## src/rtl/touch_affine_map_assert.svh

```systemverilog
// touch_affine_map_assert.svh: assertion macros for the touch map rtl
// expects a clock named clk and an active-low reset named rst_n in scope
`ifndef TOUCH_AFFINE_MAP_ASSERT_SVH
`define TOUCH_AFFINE_MAP_ASSERT_SVH

// same-cycle implication, checked at every rising edge out of reset
`define TAM_ASSERT_NOW(label, ante, cons, msg) \
    label: assert property (@(posedge clk) disable iff (!rst_n) (ante) |-> (cons)) \
        else $error(msg);

// next-cycle implication
`define TAM_ASSERT_NEXT(label, ante, cons, msg) \
    label: assert property (@(posedge clk) disable iff (!rst_n) (ante) |=> (cons)) \
        else $error(msg);

`endif

```

## src/rtl/tam_pkg.sv

```systemverilog
// tam_pkg.sv: widths, register indexes and types of the touch affine map
// no dependencies; used by tam_axis_finish and touch_affine_map
`timescale 1ns / 1ps
`default_nettype none

package tam_pkg;

    localparam int RAW_W      = 16;
    localparam int LIM_W      = 15;
    localparam int GAIN_W     = 24;
    localparam int OFFS_W     = 31;
    localparam int ORIENT_W   = 3;
    localparam int OUT_W      = 16;
    localparam int FRAC_W     = 16;
    localparam int COORD_W    = RAW_W + 1;          // holds +32768 after negation
    localparam int PROD_W     = COORD_W + GAIN_W;
    localparam int ACC_W      = PROD_W + 1;
    localparam int CFG_IDX_W  = 3;
    localparam int CFG_DATA_W = OFFS_W;
    localparam int S_TDATA_W  = 64;
    localparam int M_TDATA_W  = 40;

    // register indexes on the config port
    localparam logic [CFG_IDX_W-1:0] REG_GAIN_XX     = 3'd0;
    localparam logic [CFG_IDX_W-1:0] REG_GAIN_XY     = 3'd1;
    localparam logic [CFG_IDX_W-1:0] REG_OFFSET_X    = 3'd2;
    localparam logic [CFG_IDX_W-1:0] REG_GAIN_YX     = 3'd3;
    localparam logic [CFG_IDX_W-1:0] REG_GAIN_YY     = 3'd4;
    localparam logic [CFG_IDX_W-1:0] REG_OFFSET_Y    = 3'd5;
    localparam logic [CFG_IDX_W-1:0] REG_ORIENTATION = 3'd6;

    // orientation register bits
    localparam int ORIENT_SWAP  = 0;
    localparam int ORIENT_NEG_X = 1;
    localparam int ORIENT_NEG_Y = 2;

    // reset values
    localparam logic signed [GAIN_W-1:0] GAIN_ONE = 24'sd65536;

    typedef logic signed [ACC_W-1:0]  acc_t;
    typedef logic signed [PROD_W-1:0] prod_t;
    typedef logic signed [OUT_W-1:0]  screen_t;
    typedef logic        [LIM_W-1:0]  limit_t;

endpackage

`default_nettype wire

```

## src/rtl/tam_axis_finish.sv

```systemverilog
// tam_axis_finish.sv: clamp, round half to even and saturate one axis
// depends on tam_pkg
`timescale 1ns / 1ps
`default_nettype none

module tam_axis_finish (
    input  var tam_pkg::acc_t    acc,
    input  var tam_pkg::limit_t  limit,
    output tam_pkg::screen_t     value,
    output logic                 sat
);

    localparam int QW = tam_pkg::ACC_W - tam_pkg::FRAC_W;
    localparam int RW = QW + 1;
    localparam logic signed [RW-1:0] R_MAX = RW'(2 ** (tam_pkg::OUT_W - 1) - 1);
    localparam logic signed [RW-1:0] R_MIN = -R_MAX - RW'(1);

    tam_pkg::limit_t              lim_m1;
    tam_pkg::acc_t                top;
    tam_pkg::acc_t                acc_c;
    logic signed [QW-1:0]         q;
    logic [tam_pkg::FRAC_W-1:0]   frac;
    logic                         inc;
    logic signed [RW-1:0]         r;

    assign lim_m1 = limit - tam_pkg::LIM_W'(1);
    assign top    = $signed({{(tam_pkg::ACC_W - tam_pkg::LIM_W - tam_pkg::FRAC_W){1'b0}},
                             lim_m1, {tam_pkg::FRAC_W{1'b0}}});

    // clamp to [0, limit-1] in q.16 when a limit is given
    always_comb
    begin
        acc_c = acc;
        if (limit != '0)
        begin
            priority if (acc < 0)
                acc_c = '0;
            else if (acc > top)
                acc_c = top;
        end
    end

    // floor then bump for above half, or exactly half on an odd value
    assign q    = acc_c[tam_pkg::ACC_W-1:tam_pkg::FRAC_W];
    assign frac = acc_c[tam_pkg::FRAC_W-1:0];
    assign inc  = frac[tam_pkg::FRAC_W-1] && ((frac[tam_pkg::FRAC_W-2:0] != '0) || q[0]);
    assign r    = $signed({q[QW-1], q} + {{(RW-1){1'b0}}, inc});

    always_comb
    begin
        priority if (r > R_MAX)
        begin
            value = R_MAX[tam_pkg::OUT_W-1:0];
            sat   = 1'b1;
        end
        else if (r < R_MIN)
        begin
            value = R_MIN[tam_pkg::OUT_W-1:0];
            sat   = 1'b1;
        end
        else
        begin
            value = r[tam_pkg::OUT_W-1:0];
            sat   = 1'b0;
        end
    end

endmodule

`default_nettype wire

```

## config.mk

```make
export PLATFORM = sky130hd
export DESIGN_NAME = tam_axis_finish
export DESIGN_NICKNAME = d
export VERILOG_FILES = /design/src/rtl/touch_affine_map_assert.svh /design/src/rtl/tam_pkg.sv /design/src/rtl/tam_axis_finish.sv
export SDC_FILE = /design/constraint.sdc
export NUM_CORES = 1
export LEC_CHECK = 0
export ABC_AREA = 1
export ABC_CLOCK_PERIOD_IN_PS = 11600
export BUFFER_PORTS_ARGS = -buffer_cell sky130_fd_sc_hd__buf_2
export CORE_ASPECT_RATIO = 1.2
export CORE_MARGIN = 2
export CORE_UTILIZATION = 50
export DETAILED_ROUTE_END_ITERATION = 6
export GPL_ROUTABILITY_DRIVEN = 0
export PLACE_DENSITY = 0.83
export SYNTH_ARGS = -nofsm -noshare
export SYNTH_HDL_FRONTEND = slang
export SYNTH_SLANG_ARGS = --single-unit
```

## constraint.sdc

```tcl
create_clock -name vclk -period 11.6
set_input_delay 0.58 -clock vclk [all_inputs]
set_output_delay 0.58 -clock vclk [all_outputs]
set_load 0.005 [all_outputs]
```

Word level (Yosys, flattened, before mapping):

Cells that the tools add are included.
Widths: inputs -> output; s select.

* bits of input ports: 57
* output and inout bits: 17
* word-level logic and storage cells: 17
* register bits after elaboration: 0

* add/subtract/negate cells: 2
* magnitude comparators: 4
* mux-type cells: 7
* reduce and logical (&&, ||, !) cells: 4

Operator list (number)
* $mux 42: 3
* $gt 42x32->1: 1
* $lt 42x1->1 const B: 1
* $mux 16: 2
* $reduce_bool 15->1: 2
* $add 26x2->27: 1
* $gt 27x16->1 const B: 1
* $lt 27x16->1 const B: 1
* $sub 15x1->15 const B: 1
* $mux 1: 2
* $logic_and 1x1->1: 1
* $logic_or 1x1->1: 1

Depth between registers and ports, before layout:

Gate-level depths: netlist of the first run.

* depth in word-level cells: 12
* depth in mapped cells: 36
* mapped depth without buffers: 35

Worst setup path after synthesis of the first run:

Ideal clock, no wire load.

* path kind: input to output
* start: input limit[0]
* end: output value[12]
* slack: 6898 ps
* path buffers: 1
* data required time: 11020 ps
* arrival time: 4122 ps
* stages on the path: 33
* cells stage by stage: inv_1 -> ha_1 -> nand2_2 -> nor2_1 -> nand2_1 -> xnor2_1 -> inv_1 -> ha_1 -> nand2_1 -> nor2_1 -> nand3_1 -> nor2_1 -> a21oi_4 -> nand2_4 -> nand2_1 -> nand2_2 -> nand2_1 -> inv_1 -> nand2_2 -> inv_1 -> ha_1 -> inv_1 -> nor2_2 -> nand2_2 -> nor2_2 -> xor2_1 -> nand2_1 -> nor2_2 -> nand3_2 -> nand2_4 -> buf_6 -> nand2_1 -> nand2_1

* cells in the longest elaborated chain, start to end: 12
* elaborated cells between the ends (all ways): 14
* those cells by class: 2 x add/sub; 3 x order compare; 5 x mux; 4 x reduce/logical

RTL lines
* start: declaration: RTL line tam_axis_finish.sv:8 `input var tam_pkg::limit_t limit,`
* $sub 15x1->15: RTL line tam_axis_finish.sv:26 `assign lim_m1 = limit - tam_pkg::LIM_W'(1);`
* $gt 42x32->1: RTL line tam_axis_finish.sv:38 `else if (acc > top)`
* $mux 42: RTL line tam_axis_finish.sv:38
* $mux 42: RTL line tam_axis_finish.sv:36 `priority if (acc < 0)`
* $mux 42 *: RTL line tam_axis_finish.sv:34 `if (limit != '0)`
* $reduce_bool 15->1: RTL line tam_axis_finish.sv:46 `assign inc = frac[tam_pkg::FRAC_W-1] && ((frac[tam_pkg::FRAC_W-2:0] != '0) || q[0]);`
* $logic_or 1x1->1: RTL line tam_axis_finish.sv:46
* $logic_and 1x1->1: RTL line tam_axis_finish.sv:46
* $add 26x2->27 *: RTL line tam_axis_finish.sv:47 `assign r = $signed({q[QW-1], q} + {{(RW-1){1'b0}}, inc});`
* $lt 27x16->1: RTL line tam_axis_finish.sv:56 `else if (r < R_MIN)`
* $mux 16: RTL line tam_axis_finish.sv:56
* $mux 16 *: RTL line tam_axis_finish.sv:51 `priority if (r > R_MAX)`
* end: declaration: RTL line tam_axis_finish.sv:9 `output tam_pkg::screen_t value,`

Every way passes the cells marked *; elsewhere a longest branch is shown, timed or not.

Final worst setup path of the first run:

* start: input limit[0]
* end: output value[11]

Same word-level chain as after synthesis.

==> impl_metrics.yaml, run 1 <==
run_status:
  status: "finished clean"
clock_network:
  post_cts_buffers: 0
  cts_resized: 0
  cts_hold_buf: 0
pwr:
  p_clk_share_pct: 0
  power_leakage_nw: 1.59
  net-switching-power_uw: 39.2
  swShare_pct: 59.5
  power_density_nw_per_um2: 23.1
  p_total_uw: 65.8
  p_int_uw: 26.7
  ir_drop_mv: 0.0174
  seqPwrFrac_pct: 0
  power_frac_comb_pct: 100.0
yosys:
  yosysWarnings: 0
  synthXorXnorAreaFrac_pct: 9.88
  netlist_top_cells_count: "nand2_1, nor2_1, inv_1, nand3_1"
  ys_seq_area_share_pct: 0
  synth_top_area_share_pct: 26.2
  synthCells: 496
  synth.avg_cell_area_um2: 5.00
  synth_fa_ha_area_share_pct: 8.57
  synth.most_common_cell: "nand2_1"
  synth.largest_area_cell: "nand2_1"
  synth-compound-area-share_pct: 2.17
  synth_mux_area_share_pct: 0
  synth_top_family_by_area: "simple AND/OR/NAND/NOR gates"
  synth_area_um2: 2480
  syn_nets: 570
  yosys.area_share.simple_pct: 65.6
  yosys-top-cells-area: "nand2_1, nor2_1, nand3_1"
  synth_cell_type_count: 25
global_routing:
  grt_pass1_wl_um: 12400
  grt_max_degree: 21
  grt.busiest_layer: "met2"
  grt_overflow_total: 0
  antenna_found_initial: 0
  grt_use_total_pct: 28.0
  gr-usage-met3_pct: 2.63
  use_met2_pct: 50.9
  use_met1_pct: 30.4
  grt_pass1_vias: 2992
layout:
  register_area_um2: 0
  final_core_util_pct: 58.6
  layout-drive-gt1-share_pct: 21.9
  clockBufferCount: 0
  n_antenna_cell: 0
  seq_cells: 0
  nNetsFinal: 638
  fin_cells: 622
  areaGrowthSynthToFinish_pct: 15.0
timing:
  max-slew-margin-rel_pct: 32.0
  holdWs_ns: 1.71
  period_needed_ns: 5.66
  fin_crit_sh_pct: 48.8
  tns_ns: 0
  drv_slew: 0
  setup_viol: 0
  rsz0062_at_grt: "false"
  max_freq_mhz: 177
  hold_viol_final: 0
  worst_pin_slew_ns: 1.02
critical_path:
  critical_path_required_ns: 11.02
  critPathMaxStageDelay_ns: 0.39
  critPathTopFamily: "simple AND/OR/NAND/NOR gates"
  cp-start-kind: "input port"
  arrival_ns: 5.08
  crit_path_top_delay_cell: "a21oi_4"
  crit_path_max_fanout: 16
  critPathMostFrequentCell: "nand2_1"
  setup.worst_path.end_class: "output pin"
  timing.critical_path.buf_inv: 5
  critical_path_class: "in -> out"
min_path:
  hold_class: "in -> out"
floorplan:
  die_area_um2: 5540
  core_um2: 4870
  io_pins: 74
  rows: 28
  initial_core_util_pct: 51.0
  die-height_um: 81.2
  die_x_um: 68.3
place:
  dp_hpwl_um: 6590
  portBuffers: 74
  dp.cells: 622
drt:
  drtAntennaViolNets: 0
  wirelength_um: 7560
  drtPass1Iterations: 6
  vias: 3269
  via_per_inst: 5.26
  routedWlPerCell_um: 12.1
  drc_errors: 0
  drtIter0Drc: 150
job:
  max_cap_violations: 0
-- logic make-up after synthesis --
family,Yosys count
compound gates,8
buf+inv,80
fa+ha+maj,17
xor+xnor,28
simple gates,363
-- worst min-delay path, stage by stage --
cell and delay, ns:
buf_2 0.11, nand2_1 0.07, nand3_1 0.08, nand2_1 0.06, inv_1 0.05, nand2_1 0.05
nand2_1 0.04, buf_2 0.10
-- cells in the final DEF (no fill, tap or decap), types with 4 or more instances in the layout --
cell type    n
nand3_1     51
buf_2       74
xnor2_1     11
nor2_1      75
inv_2        5
ha_1        17
xor2_1      17
nor3_1       5
nor2_2      17
nand4_1      8
nand3b_1     5
a21oi_1      5
nand2_1    173
nand2_2     17
inv_1       67
nand3_2      4
-- cell type report --
class | instances | area, µm²
Multi-Input combinational cell | 416 | 2140
Fill cell | 495 | 2020
Inverter | 72 | 270
Timing Repair Buffer | 74 | 370
Tap cell | 60 | 75.1
-- per-stage QoR --
step	setup WS, ns	cell area (µm²)
3_5_place_dp	6.00	2850
4_1_cts	5.99	2850
5_1_grt	5.51	2850
6_report	5.94	2850
3_3_place_gp	6.21	2850
2_1_floorplan	6.90	2480
-- layer usage --
| metal | wire (µm) | up-vias |
|---|---|---|
| met3 | 452 | 36 |
| met1 | 2890 | 1423 |
| met5 | 0 | - |
| met2 | 3810 | 145 |
| met4 | 410 | 0 |
| li1 | - | 1665 |
-- power by group through the flow --
stage               clock network, mW  logic, mW  registers [mW]
floorplan                           0     0.0398               0
global placement                    0     0.0636               0
detailed placement                  0     0.0652               0
CTS                                 0     0.0655               0
global route                        0     0.0748               0
finish                              0     0.0658               0
-- final timing paths --
path,start,end,slack (ns),cells after the start
setup / recovery,limit[0],value[11],5.94,30
hold / removal,acc[18],value[2],1.71,8
Power figures use the tool's default switching activity.
==> run 2: changes to the inputs <==
--- a/config.mk
+++ b/config.mk
@@ -6,7 +6,7 @@
 export NUM_CORES = 1
 export LEC_CHECK = 0
 export ABC_AREA = 1
-export ABC_CLOCK_PERIOD_IN_PS = 11600
+export ABC_CLOCK_PERIOD_IN_PS = 5520
 export BUFFER_PORTS_ARGS = -buffer_cell sky130_fd_sc_hd__buf_2
 export CORE_ASPECT_RATIO = 1.2
 export CORE_MARGIN = 2
==> constraint.sdc (replaced) <==
create_clock -name vclk -period 5.52
set_input_delay 0.276 -clock vclk [all_inputs]
set_output_delay 0.276 -clock vclk [all_outputs]
set_load 0.005 [all_outputs]
==> run 2 against run 1 <==
Die area stayed put; global-route usage grew 0.59 points; combinational power increased by 110%; worst hold slack got worse by 0.62 ns; largest power group unchanged.
==> impl_metrics.yaml, run 2 (same netlist as run 1, synthesis figures left out) <==
critical_path:
  crit_path_max_fanout: 16
  crit_path_top_delay_cell: "a21oi_4"
  setup.worst_path.end_class: "output pin"
  cp-start-kind: "input port"
  arrival_ns: 4.77
  critPathMaxStageDelay_ns: 0.40
  critPathMostFrequentCell: "nand2_1"
  critical_path_required_ns: 5.24
  critical_path_class: "in -> out"
layout:
  n_fill_cell: 488
  stdcell_area_um2: 2870
  layout_commonest_cell: "nand2_1"
  register_area_um2: 0
  layout_common_cells: "nand2_1, nor2_1, buf_2, inv_1, nand3_1"
  layout-drive-gt1-share_pct: 22.2
  n_antenna_cell: 0
  areaGrowthSynthToFinish_pct: 15.6
  final_core_util_pct: 58.9
  seq_cells: 0
  clockBufferCount: 0
  nNetsFinal: 640
floorplan:
  initial_core_util_pct: 51.0
  rows: 28
  die-height_um: 81.2
  die_x_um: 68.3
  die_area_um2: 5540
  core_um2: 4870
  io_pins: 74
pwr:
  power_density_nw_per_um2: 48.0
  ir_drop_mv: 0.0307
  power_leakage_nw: 1.60
drt:
  wirelength_um: 7420
  routedWlPerCell_um: 11.9
  via_per_inst: 5.22
  vias: 3257
  drtIter0Drc: 173
  drc_errors: 0
  drtAntennaViolNets: 0
  drtPass1Iterations: 4
timing:
  max_freq_mhz: 198
  worst_pin_slew_ns: 1.04
  tns_ns: 0
  max-slew-margin-rel_pct: 30.5
  setup_viol: 0
  hold_viol_final: 0
  drv_slew: 0
  fin_crit_sh_pct: 91.4
  period_needed_ns: 5.05
  rsz0062_at_grt: "false"
job:
  max_cap_violations: 0
clock_network:
  post_cts_buffers: 0
  cts_resized: 0
  cts_hold_buf: 0
global_routing:
  grt_overflow_total: 0
  grt_pass1_vias: 3037
  grt_max_degree: 17
  grt_pass1_wl_um: 12700
  grt_use_total_pct: 28.6
  antenna_found_initial: 0
place:
  dp_hpwl_um: 6560
  portBuffers: 74
  placed_cell_area_um2: 2870
run_status:
  status: "finished clean"
min_path:
  hold_class: "in -> out"
run 2: cell count changes in the layout (fill, tap and decap cells not counted), sizes merged:
| cell | previous run | this run |
|---|---|---|
| buf | 74 | 76 |
run 2: metrics by stage:
step	hold slack [ns]	total power [mW]	cells	setup slack, ns
2_1_floorplan	0.841	0.0837	496	1.43
3_3_place_gp	1.10	0.133	624	0.739
3_5_place_dp	1.09	0.137	624	0.518
4_1_cts	1.09	0.137	624	0.505
5_1_grt	1.17	0.158	624	0.0383
6_report	1.09	0.138	624	0.475
run 2: metal layers:
| metal | track usage (%) | wire [µm] | share of wire (%) | vias to the layer above |
|---|---|---|---|---|
| li1 | - | - | - | 1670 |
| met1 | 33.1 | 2830 | 38 | 1409 |
| met2 | 49.9 | 3630 | 49 | 139 |
| met3 | 1.52 | 445 | 6.0 | 39 |
| met4 | 18.2 | 512 | 6.9 | 0 |
| met5 | 0 | 0 | 0 | - |
run 2: power by group:
group / internal (mW) / switching, mW / leakage (nW)
clock: 0 / 0 / 0
sequential: 0 / 0 / 0
combinational: 0.0559 / 0.0818 / 1.60
run 2: path summary, 6_finish.rpt:
| path | end | cells after the start | slack, ns | from |
|---|---|---|---|---|
| setup / recovery | value[13] | 32 | 0.47 | limit[0] |
| hold / removal | value[0] | 8 | 1.09 | acc[14] |
run 2: area by class of cell:
class / count / area [µm²] / share of cell area, %
Inverter: 72 / 270 / 9.42
Multi-Input combinational cell: 416 / 2140 / 74.5
Tap cell: 60 / 75.1 / 2.62
Timing Repair Buffer: 76 / 385 / 13.4
run 2: critical path, delay by kind of cell:
kind	cells	cell delay, ns
XOR/XNOR	2	0.34
AND/OR/NAND/NOR	20	2.42
AO/OA/AOI/OAI	1	0.40
buffers and inverters	6	0.58
adder cells (fa/ha/maj)	3	0.73
